### config.mk
export PLATFORM = sky130hd
export DESIGN_NAME = sorted_priority_queue_flat
export DESIGN_NICKNAME = d
export VERILOG_FILES = /design/src/rtl/core/spq_pkg.sv /design/src/rtl/core/spq_if.sv /design/src/rtl/core/spq_cell.sv /design/src/rtl/core/sorted_priority_queue.sv /design/src/flat_wrapper.sv
export SDC_FILE = /design/constraint.sdc
export NUM_CORES = 2
export LEC_CHECK = 0
export BUFFER_PORTS_ARGS = -buffer_cell sky130_fd_sc_hd__buf_2
export CAP_MARGIN = 25
export CORE_MARGIN = 10
export CORE_UTILIZATION = 30
export CTS_CLUSTER_DIAMETER = 50
export DETAILED_ROUTE_END_ITERATION = 12
export GPL_TIMING_DRIVEN = 0
export MAX_ROUTING_LAYER = met4
export PLACE_DENSITY_LB_ADDON = 0.25
export SYNTH_ARGS = -nofsm -noshare
export SYNTH_HDL_FRONTEND = slang
export SYNTH_SLANG_ARGS = --single-unit
### constraint.sdc
create_clock -name clock -period 7.49 [get_ports clock]
set_clock_uncertainty 0.15 [all_clocks]
set_input_delay 0.749 -clock clock [delete_from_list [all_inputs] [get_ports clock]]
set_output_delay 0.749 -clock clock [all_outputs]
set_load 0.005 [all_outputs]
### src/rtl/core/spq_pkg.sv
// Shared constants, types and codes of the sorted priority queue.
package spq_pkg;

   localparam int QUEUE_DEPTH = 16;
   localparam int COUNT_W     = $clog2(QUEUE_DEPTH + 1);
   localparam int VALUE_W     = 32;
   localparam int PRIO_W      = 16;
   localparam int STATUS_W    = 2;
   localparam int ENTRY_W     = 5;

   typedef enum logic {
      CMD_INSERT = 1'b0,
      CMD_REMOVE = 1'b1
   } command_type;

   typedef enum logic [STATUS_W-1:0] {
      ST_DONE  = 2'd0,
      ST_FULL  = 2'd1,
      ST_EMPTY = 2'd2
   } status_type;

   typedef enum logic [1:0] {
      CELL_HOLD,
      CELL_INSERT,
      CELL_REMOVE
   } cell_op_type;

   typedef logic signed [VALUE_W-1:0] value_type;
   typedef logic signed [PRIO_W-1:0]  prio_type;

   typedef struct packed {
      cell_op_type op;
      value_type   new_value;
      prio_type    new_prio;
   } cell_ctrl_type;

   typedef struct packed {
      value_type value;
      prio_type  prio;
   } slot_type;

endpackage

### src/rtl/core/spq_if.sv
// Request and response channel interfaces of the sorted priority queue.
interface spq_req_if import spq_pkg::*; ();
   logic      valid;
   logic      ready;
   logic      command;
   value_type item_value;
   prio_type  item_priority;

   modport source (output valid, command, item_value, item_priority, input ready);
   modport sink   (input valid, command, item_value, item_priority, output ready);
endinterface

interface spq_rsp_if import spq_pkg::*; ();
   logic                valid;
   logic                ready;
   logic [STATUS_W-1:0] status;
   value_type           popped_value;
   prio_type            popped_priority;
   logic [ENTRY_W-1:0]  entry_count;

   modport source (output valid, status, popped_value, popped_priority, entry_count,
                   input ready);
   modport sink   (input valid, status, popped_value, popped_priority, entry_count,
                   output ready);
endinterface

### src/rtl/core/spq_cell.sv
// One slot of the sorted chain: holds a pair and shifts it left or right.
module spq_cell import spq_pkg::*; (
   input  logic          clock,
   input  cell_ctrl_type ctrl,
   input  logic          occupied,
   input  logic          left_greater,
   input  slot_type      left_slot,
   input  slot_type      right_slot,
   output logic          greater,
   output slot_type      slot
);

   slot_type slot_ff, slot_in;

   assign greater = occupied && (slot_ff.prio > ctrl.new_prio);
   assign slot    = slot_ff;

   always_comb begin
      slot_in = slot_ff;
      case (ctrl.op)
         CELL_INSERT: begin
            if (left_greater) begin
               slot_in = left_slot;
            end else if (greater || !occupied) begin
               slot_in.value = ctrl.new_value;
               slot_in.prio  = ctrl.new_prio;
            end
         end
         CELL_REMOVE: slot_in = right_slot;
         default:     slot_in = slot_ff;
      endcase
   end

   always_ff @(posedge clock) begin
      slot_ff <= slot_in;
   end

endmodule

### src/rtl/core/sorted_priority_queue.sv
// Top level of the sorted priority queue: cell chain, count and response register.
// Usage:
// Requests arrive on req_channel. A request with command insert places the
// pair (item_value, item_priority) behind every stored pair of equal or
// smaller priority; a request with command remove pops the most urgent pair.
// Every request produces exactly one response on rsp_channel with a status
// (done, full or empty), the popped pair (zero unless a remove succeeded)
// and the count of stored pairs after the request.
// The response appears in the cycle after the request is taken, from an output
// register. A new request can be taken in every cycle while no response is
// pending or the pending one is taken: the chain of cells compares all slots
// with the new priority at once and shifts, so throughput is one request per cycle.
// If the receiver holds rsp_channel.ready low, the response stays in the
// output register and req_channel.ready stays low until it is taken.
// Reset empties the queue and drops any pending response; slot contents are
// not cleared, since only slots below the count are ever read.
module sorted_priority_queue import spq_pkg::*; (
   input  logic  clock,
   input  logic  reset,
   spq_req_if.sink   req_channel,
   spq_rsp_if.source rsp_channel
);

   logic [COUNT_W-1:0] count_ff, count_in;
   logic               rsp_valid_ff, rsp_valid_in;
   status_type         status_ff, status_in;
   slot_type           popped_ff, popped_in;
   logic [ENTRY_W-1:0] entry_ff, entry_in;

   logic          accept;
   logic          full;
   logic          empty;
   cell_ctrl_type ctrl;

   slot_type cell_slot    [QUEUE_DEPTH];
   logic     cell_greater [QUEUE_DEPTH];

   assign req_channel.ready = !rsp_valid_ff || rsp_channel.ready;
   assign accept = req_channel.valid && req_channel.ready;
   assign full   = (count_ff == COUNT_W'(QUEUE_DEPTH));
   assign empty  = (count_ff == '0);

   always_comb begin
      ctrl.op        = CELL_HOLD;
      ctrl.new_value = req_channel.item_value;
      ctrl.new_prio  = req_channel.item_priority;
      count_in       = count_ff;
      status_in      = ST_DONE;
      popped_in      = '0;
      if (req_channel.command == CMD_INSERT) begin
         if (full) begin
            status_in = ST_FULL;
         end else begin
            ctrl.op  = accept ? CELL_INSERT : CELL_HOLD;
            count_in = accept ? count_ff + COUNT_W'(1) : count_ff;
         end
      end else begin
         if (empty) begin
            status_in = ST_EMPTY;
         end else begin
            ctrl.op   = accept ? CELL_REMOVE : CELL_HOLD;
            count_in  = accept ? count_ff - COUNT_W'(1) : count_ff;
            popped_in = cell_slot[0];
         end
      end
      entry_in = ENTRY_W'(count_in);
   end

   always_comb begin
      rsp_valid_in = rsp_valid_ff;
      if (accept) begin
         rsp_valid_in = 1'b1;
      end else if (rsp_channel.ready) begin
         rsp_valid_in = 1'b0;
      end
   end

   for (genvar i = 0; i < QUEUE_DEPTH; i++) begin : g_cell
      logic     left_greater;
      slot_type left_slot;
      slot_type right_slot;

      if (i == 0) begin : g_head
         assign left_greater = 1'b0;
         assign left_slot    = cell_slot[i];
      end else begin : g_body
         assign left_greater = cell_greater[i-1];
         assign left_slot    = cell_slot[i-1];
      end

      if (i == QUEUE_DEPTH - 1) begin : g_tail
         assign right_slot = cell_slot[i];
      end else begin : g_inner
         assign right_slot = cell_slot[i+1];
      end

      spq_cell u_cell (
         .clock        (clock),
         .ctrl         (ctrl),
         .occupied     (COUNT_W'(i) < count_ff),
         .left_greater (left_greater),
         .left_slot    (left_slot),
         .right_slot   (right_slot),
         .greater      (cell_greater[i]),
         .slot         (cell_slot[i])
      );
   end

   always_ff @(posedge clock) begin
      if (reset) begin
         count_ff     <= '0;
         rsp_valid_ff <= 1'b0;
      end else begin
         count_ff     <= count_in;
         rsp_valid_ff <= rsp_valid_in;
      end
   end

   always_ff @(posedge clock) begin
      if (accept) begin
         status_ff <= status_in;
         popped_ff <= popped_in;
         entry_ff  <= entry_in;
      end
   end

   assign rsp_channel.valid           = rsp_valid_ff;
   assign rsp_channel.status          = status_ff;
   assign rsp_channel.popped_value    = popped_ff.value;
   assign rsp_channel.popped_priority = popped_ff.prio;
   assign rsp_channel.entry_count     = entry_ff;

endmodule

### src/flat_wrapper.sv
// flat-port wrapper written by rule: the top's interface ports become plain ports
module sorted_priority_queue_flat import spq_pkg::*;
  (clock, reset, req_channel_valid, req_channel_command, req_channel_item_value, req_channel_item_priority, req_channel_ready, rsp_channel_valid, rsp_channel_status, rsp_channel_popped_value, rsp_channel_popped_priority, rsp_channel_entry_count, rsp_channel_ready);
  spq_req_if req_channel_i ();
  spq_rsp_if rsp_channel_i ();
  input  logic clock;
  input  logic reset;
  input wire logic [$bits(req_channel_i.valid)-1:0] req_channel_valid;
  input wire logic [$bits(req_channel_i.command)-1:0] req_channel_command;
  input wire logic [$bits(req_channel_i.item_value)-1:0] req_channel_item_value;
  input wire logic [$bits(req_channel_i.item_priority)-1:0] req_channel_item_priority;
  output wire logic [$bits(req_channel_i.ready)-1:0] req_channel_ready;
  output wire logic [$bits(rsp_channel_i.valid)-1:0] rsp_channel_valid;
  output wire logic [$bits(rsp_channel_i.status)-1:0] rsp_channel_status;
  output wire logic [$bits(rsp_channel_i.popped_value)-1:0] rsp_channel_popped_value;
  output wire logic [$bits(rsp_channel_i.popped_priority)-1:0] rsp_channel_popped_priority;
  output wire logic [$bits(rsp_channel_i.entry_count)-1:0] rsp_channel_entry_count;
  input wire logic [$bits(rsp_channel_i.ready)-1:0] rsp_channel_ready;
  assign req_channel_i.valid = req_channel_valid;
  assign req_channel_i.command = req_channel_command;
  assign req_channel_i.item_value = req_channel_item_value;
  assign req_channel_i.item_priority = req_channel_item_priority;
  assign req_channel_ready = req_channel_i.ready;
  assign rsp_channel_valid = rsp_channel_i.valid;
  assign rsp_channel_status = rsp_channel_i.status;
  assign rsp_channel_popped_value = rsp_channel_i.popped_value;
  assign rsp_channel_popped_priority = rsp_channel_i.popped_priority;
  assign rsp_channel_entry_count = rsp_channel_i.entry_count;
  assign rsp_channel_i.ready = rsp_channel_ready;
  sorted_priority_queue u_core (.clock(clock), .reset(reset), .req_channel(req_channel_i), .rsp_channel(rsp_channel_i));
endmodule
* Yosys cells after proc, flatten, opt, wreduce, memory -nomap -nowiden
Index checks and enable logic that the tools add are counted.
** Storage, ports and cells
- Register bits after elaboration :: 829
- Bits of input ports :: 53
- Output and inout port bits :: 57
- Logic and storage cells :: 224
** Cells by class
- Add/sub/neg operators :: 2
- Magnitude comparators :: 32
- Equal/unequal tests :: 18
- Multiplexer cells :: 61
- Bitwise logic cells :: 1
- Reductions and logical operators :: 72
** Operators with widths (number)
- $mux W48 :: 31
- $pmux W48 S2 :: 15
- $gt A16 B16 Y1 :: 16
- $ne A3 B3 Y1 const B :: 14
- $lt A4 B5 Y1 const A :: 8
- $reduce_and A2 Y1 :: 16
- $mux W5 :: 5
- $lt A3 B5 Y1 const A :: 4
- $logic_and A1 B1 Y1 :: 17
- $logic_not A1 Y1 :: 17
- $logic_or A1 B1 Y1 :: 17
- $mux W2 :: 6
- $lt A1 B5 Y1 const A :: 2
- $lt A2 B5 Y1 const A :: 2
- $reduce_bool A2 Y1 :: 3
- $add A5 B1 Y5 const B :: 1
- $eq A5 B5 Y1 const B :: 1
- $logic_not A5 Y1 :: 1
- $sub A5 B1 Y5 const B :: 1
- $mux W1 :: 4
- $eq A2 B1 Y1 const B :: 1
- $eq A2 B2 Y1 const B :: 1
- $ne A2 B2 Y1 const B :: 1
- $reduce_or A2 Y1 :: 1
- $not A1 Y1 :: 1

* Logic depth before layout (Yosys ltp)
- Depth in word-level cells :: 9
- Mapped depth :: 13
- Mapped depth without buffers :: 9

* Hierarchy
From an unflattened synthesis, not the netlist that was laid out.
** Second synthesis, totals
- Cell total of the unflattened synthesis :: 4592
- Area, all modules :: 48890.6 um^2
** Modules (own cells, without submodules)
- spq_cell (u_core.g_cell[0].u_cell ...) :: instances 10, cells an instance 272, area each 2882.8 um^2
- spq_cell (u_core.g_cell[4].u_cell ...) :: instances 6, cells an instance 278, area each 2902.8 um^2
- sorted_priority_queue :: instances 1, cells an instance 204, area each 2646.3 um^2

* Worst setup path before layout
OpenSTA, ideal clock, no wires.
- Path type :: input -> register
- From :: input req_channel_item_priority[15]
- To :: register u_core.g_cell[1].u_cell.slot_ff, in the netlist u_core.g_cell[1].u_cell.slot[0], enable pin
- Library setup time :: 0.520 ns
- Arrival :: 5.915 ns
- Setup slack :: 0.905 ns
- Stages on the path :: 10
- Path buffers :: 1
- Cell sequence :: clkbuf_1 -> inv_1 -> ha_1 -> nand4_1 -> nor3_1 -> a2bb2oi_1 -> nand2_1 -> mux2i_1 -> nor4_1 -> o21ai_0
** On the way
- Longest elaborated chain between the ends :: 5
- Elaborated cells between the ends (all ways) :: 7
- Those cells by class :: 2 x order compare; 1 x eq/ne; 4 x reduce/logical
** RTL lines
- start, declared :: line flat_wrapper.sv:11 : input wire logic [$bits(req_channel_i.item_priority)-1:0] req_channel_item_priority;
- $gt A16 B16 Y1 :: line spq_cell.sv:15 : assign greater = occupied && (slot_ff.prio > ctrl.new_prio);
- $logic_and A1 B1 Y1 :: line spq_cell.sv:15
- $logic_or A1 B1 Y1 :: line spq_cell.sv:24 : end else if (greater || !occupied) begin
- $ne A3 B3 Y1 (no source line) (*)
- $reduce_and A2 Y1 (no source line) (*)
- end signal, assigned :: line spq_cell.sv:35 : slot_ff <= slot_in;
- end, declared :: line spq_cell.sv:13 : slot_type slot_ff, slot_in;
Every way passes the cells marked *; elsewhere a longest branch is shown, timed or not.
A chain may end at the register's enable or synchronous reset.

* Worst setup path in the final report
- From :: input req_channel_item_priority[9]
- To :: register u_core.g_cell[11].u_cell.slot_ff, in the netlist u_core.g_cell[11].u_cell.slot[31], enable pin
** On the way
- Longest elaborated chain between the ends :: 5
- Elaborated cells between the ends (all ways) :: 7
- Those cells by class :: 2 x order compare; 1 x eq/ne; 4 x reduce/logical
** RTL lines (line)
- $gt A16 B16 Y1 :: spq_cell.sv:15
- $logic_and A1 B1 Y1 :: spq_cell.sv:15
- $logic_or A1 B1 Y1 :: spq_cell.sv:24
- $ne A3 B3 Y1 (no source line) (*)
- $reduce_and A2 Y1 (no source line) (*)
- end signal, assigned :: spq_cell.sv:35
- end, declared :: spq_cell.sv:13
Marked as above.

==> results.ini <==
[run_status]
run_status=complete, no violations

[clock_network]
cts_hold_buf=0
clock_tree.root_cell=sky130_fd_sc_hd__clkbuf_16
cts-htree-levels=3
cts_bufs_inserted=113
clk_transition_reported_paths_ns=0.06
clock-sinks=829
cts_resized=0
cts_max_path_buffers=3
post_cts_buffers=0
clkLatencyLatePin_ns=0.75
cts_tree=done

[route]
drt_via_density=5.57
drc=0
via_total_after_detailed_routing=37600
wire_per_inst_um=27.1
drc_marker_count_from_the_first_detailed_route_iteration=3842
drtPass1Iterations=6
finalWirelength_mm=183
final_antenna_net_count=0

[place]
detailedPlace.worstSlack_ns=1.07
port_buffers=108
half_perimeter_wire_length_after_detailed_placement_mm=138
place.gp.congestion=0.931

[cells_and_area]
design.final.nets=4901
post_route_cells_drive_above_1_share_pct=12.2
postLayoutCoreUtil_pct=35.2
flow.area_growth_from_synthesis_pct=17.1

[logic_synthesis]
synthesis.nets=4634
most_common_cell_in_the_netlist=sky130_fd_sc_hd__edfxtp_1
postSynthCellCount=4322
synth-seq-cells=829
async_reset_ff_share_pct=0
synth_area_leaders=sky130_fd_sc_hd__edfxtp_1 53%, sky130_fd_sc_hd__mux2i_1 8.2%, sky130_fd_sc_hd__ha_1 6.9%
synth.distinct_cells=71
synth.cell_area_mm2=0.0469
yosysWarnings=0
synth-seq-area-share_pct=53.0
post_syn_area_per_cell_um2=10.8
netlist.area_leader.share_pct=52.7
yosys-top-cells-count=823 x sky130_fd_sc_hd__edfxtp_1, 738 x sky130_fd_sc_hd__nand2_1, 386 x sky130_fd_sc_hd__mux2i_1
synth_area_leader=sky130_fd_sc_hd__edfxtp_1
synth-edff-count=823
synth_ff_type=sky130_fd_sc_hd__edfxtp_1

[power_and_ir_drop]
cellPowerDensity_mw_per_mm2=272
power_leakage_nw=20.9
ir_worst_vdd_mv=0.192

[worst_hold_path]
worst_hold_path_type=input port to flip-flop

[sta]
post-route-period-util_pct=78.2
timing_max_transition_violations_final=0
holdWs_ns=0.0942
grt_setup_unrepaired=no
fmaxAchievable_mhz=171
setup_viol=0
max_slew.worst_pin.slew_ns=1.17
final.min_clock_period_ns=5.86
slew-limit-headroom_pct=22.0
setup_ws_ns=1.63
final_hold_violation_count=0

[worst_setup_path]
setup.worst_path.class=input port to flip-flop
cp_data_arrival_time_ns=6.21
critPathLaunchType=input port
worstPathRequired_ns=7.84
crit_fanout=18
endpoint_kind=flip-flop

[floorplan]
num_io_pins=110
placeableCoreArea_mm2=0.156
horizontal_extent_of_the_die_um=415
dieArea_mm2=0.172
initial_core_util_pct=30.1
row_count=145
chipHeight_um=415

[global_routing]
first_global_vias=37000
globalRouteTotalUtil_pct=20.9
grt_max_degree=64
grt_pass1_wl_mm=261
globalRoute.totalOverflow=0
grt_antenna_before_repair=10

[run]
maxCapViolations=0

[critical path, cell delays in order]
cell and delay [ns]:
sky130_fd_sc_hd__buf_2 0.15, sky130_fd_sc_hd__clkbuf_1 0.71, sky130_fd_sc_hd__inv_1 0.66, sky130_fd_sc_hd__ha_1 0.51, sky130_fd_sc_hd__nand4_1 0.22, sky130_fd_sc_hd__nor4_1 0.62
sky130_fd_sc_hd__nand2_1 0.24, sky130_fd_sc_hd__o211ai_1 0.27, sky130_fd_sc_hd__mux2i_2 0.93, sky130_fd_sc_hd__buf_4 0.41, sky130_fd_sc_hd__a31oi_4 0.25, sky130_fd_sc_hd__buf_16 0.25
sky130_fd_sc_hd__buf_16 0.17
[metal layers]
metal	wire (um)	vias up	share of wire [%]	GRT usage (%)
met5	0	-	0	-
met4	9430	0	5.2	10.2
met3	11200	293	6.1	2.86
met2	80500	1431	44	31.3
met1	81600	19000	45	27.6
li1	-	16900	-	-
[cell usage in the layout, fill, tap and decap left out, types with 12 or more instances in the layout]
cell type	Yosys	final
sky130_fd_sc_hd__a211oi_1	31	31
sky130_fd_sc_hd__a211oi_2	19	19
sky130_fd_sc_hd__a21o_1	16	16
sky130_fd_sc_hd__a21oi_1	252	249
sky130_fd_sc_hd__a221o_1	12	12
sky130_fd_sc_hd__and2_1	57	57
sky130_fd_sc_hd__buf_1	21	21
sky130_fd_sc_hd__buf_12	0	19
sky130_fd_sc_hd__buf_2	47	155
sky130_fd_sc_hd__buf_4	25	27
sky130_fd_sc_hd__buf_6	12	17
sky130_fd_sc_hd__bufinv_16	0	14
sky130_fd_sc_hd__clkbuf_1	236	255
sky130_fd_sc_hd__clkbuf_16	0	114
sky130_fd_sc_hd__clkinv_1	1	12
sky130_fd_sc_hd__clkinv_2	0	15
sky130_fd_sc_hd__edfxtp_1	823	823
sky130_fd_sc_hd__ha_1	259	259
sky130_fd_sc_hd__inv_1	47	47
sky130_fd_sc_hd__mux2_2	51	51
sky130_fd_sc_hd__mux2i_1	386	381
sky130_fd_sc_hd__nand2_1	738	738
sky130_fd_sc_hd__nand3_1	273	273
sky130_fd_sc_hd__nand4_1	43	43
sky130_fd_sc_hd__nor2_1	193	193
sky130_fd_sc_hd__nor2b_1	18	18
sky130_fd_sc_hd__nor3_1	13	13
sky130_fd_sc_hd__nor4_1	12	12
sky130_fd_sc_hd__o211ai_1	246	246
sky130_fd_sc_hd__o21ai_0	315	313
sky130_fd_sc_hd__o221a_2	48	48
[report_power, final]
group	switching, mW	internal [mW]	leakage (nW)
Sequential	0.341	5.91	7.83
Clock	2.36	3.33	1.87
Combinational	2.04	0.955	11.2
Total	4.74	10.2	20.9
[metrics by stage]
stage,total power [mW],area [um^2],TNS [ns],std cells
detailed placement,9.27,51000,0,6532
global route,15.5,54900,0,6752
global placement,9.16,50000,-2307.12,6488
CTS,15.0,54900,0,6745
finish,14.9,54900,0,6753
floorplan,7.93,46900,0,4322
[cells by family (layout without fill, tap and decap cells)]
| family | Yosys count | after routing | synth area share, % |
|---|---|---|---|
| compound gates | 1011 | 1011 | 13.8 |
| buf+inv | 389 | 754 | 3.63 |
| other cells | 0 | 8 | 0 |
| fa+ha+maj | 259 | 259 | 6.91 |
| flops | 829 | 829 | 53.0 |
| mux | 441 | 441 | 9.62 |
| simple gates | 1391 | 1391 | 13.0 |
| xor+xnor | 2 | 2 | 0.0374 |
[sequential cells by signal, indices dropped and copies added, names as in the netlist]
signal / flops
u_core.g_cell.u_cell.slot: 768
u_core.rsp_channel.popped_value: 32
u_core.rsp_channel.popped_priority: 16
u_core.count_ff: 5
u_core.rsp_channel.entry_count: 5
u_core.rsp_channel.status: 2
u_core.rsp_channel.valid: 1
[final timing paths]
check / startpoint / to / slack, ns / cells past startpoint
max reg2reg: u_core.count_ff[1]$_SDFF_PP0_ / u_core.g_cell[2].u_cell.slot[20]$_DFFE_PP_ / 1.79 / 14
min: req_channel_valid / u_core.rsp_channel.valid$_SDFFE_PP0P_ / 0.09 / 3
min reg2reg: u_core.rsp_channel.valid$_SDFFE_PP0P_ / u_core.rsp_channel.valid$_SDFFE_PP0P_ / 0.35 / 2
max: req_channel_item_priority[9] / u_core.g_cell[11].u_cell.slot[31]$_DFFE_PP_ / 1.63 / 13
[layout make-up]
type                    count  area, um^2
repair buffers            152        1380
clock inverters            77         923
inverters                  48         185
plain buffers             341        1530
diodes                      8        20.0
clock buffers             136        2950
well taps                2058        2570
multi-input cells        3104       20500
flip-flops and latches    829       24800
fillers                 15600      101000
Power figures use the tool's default switching activity.
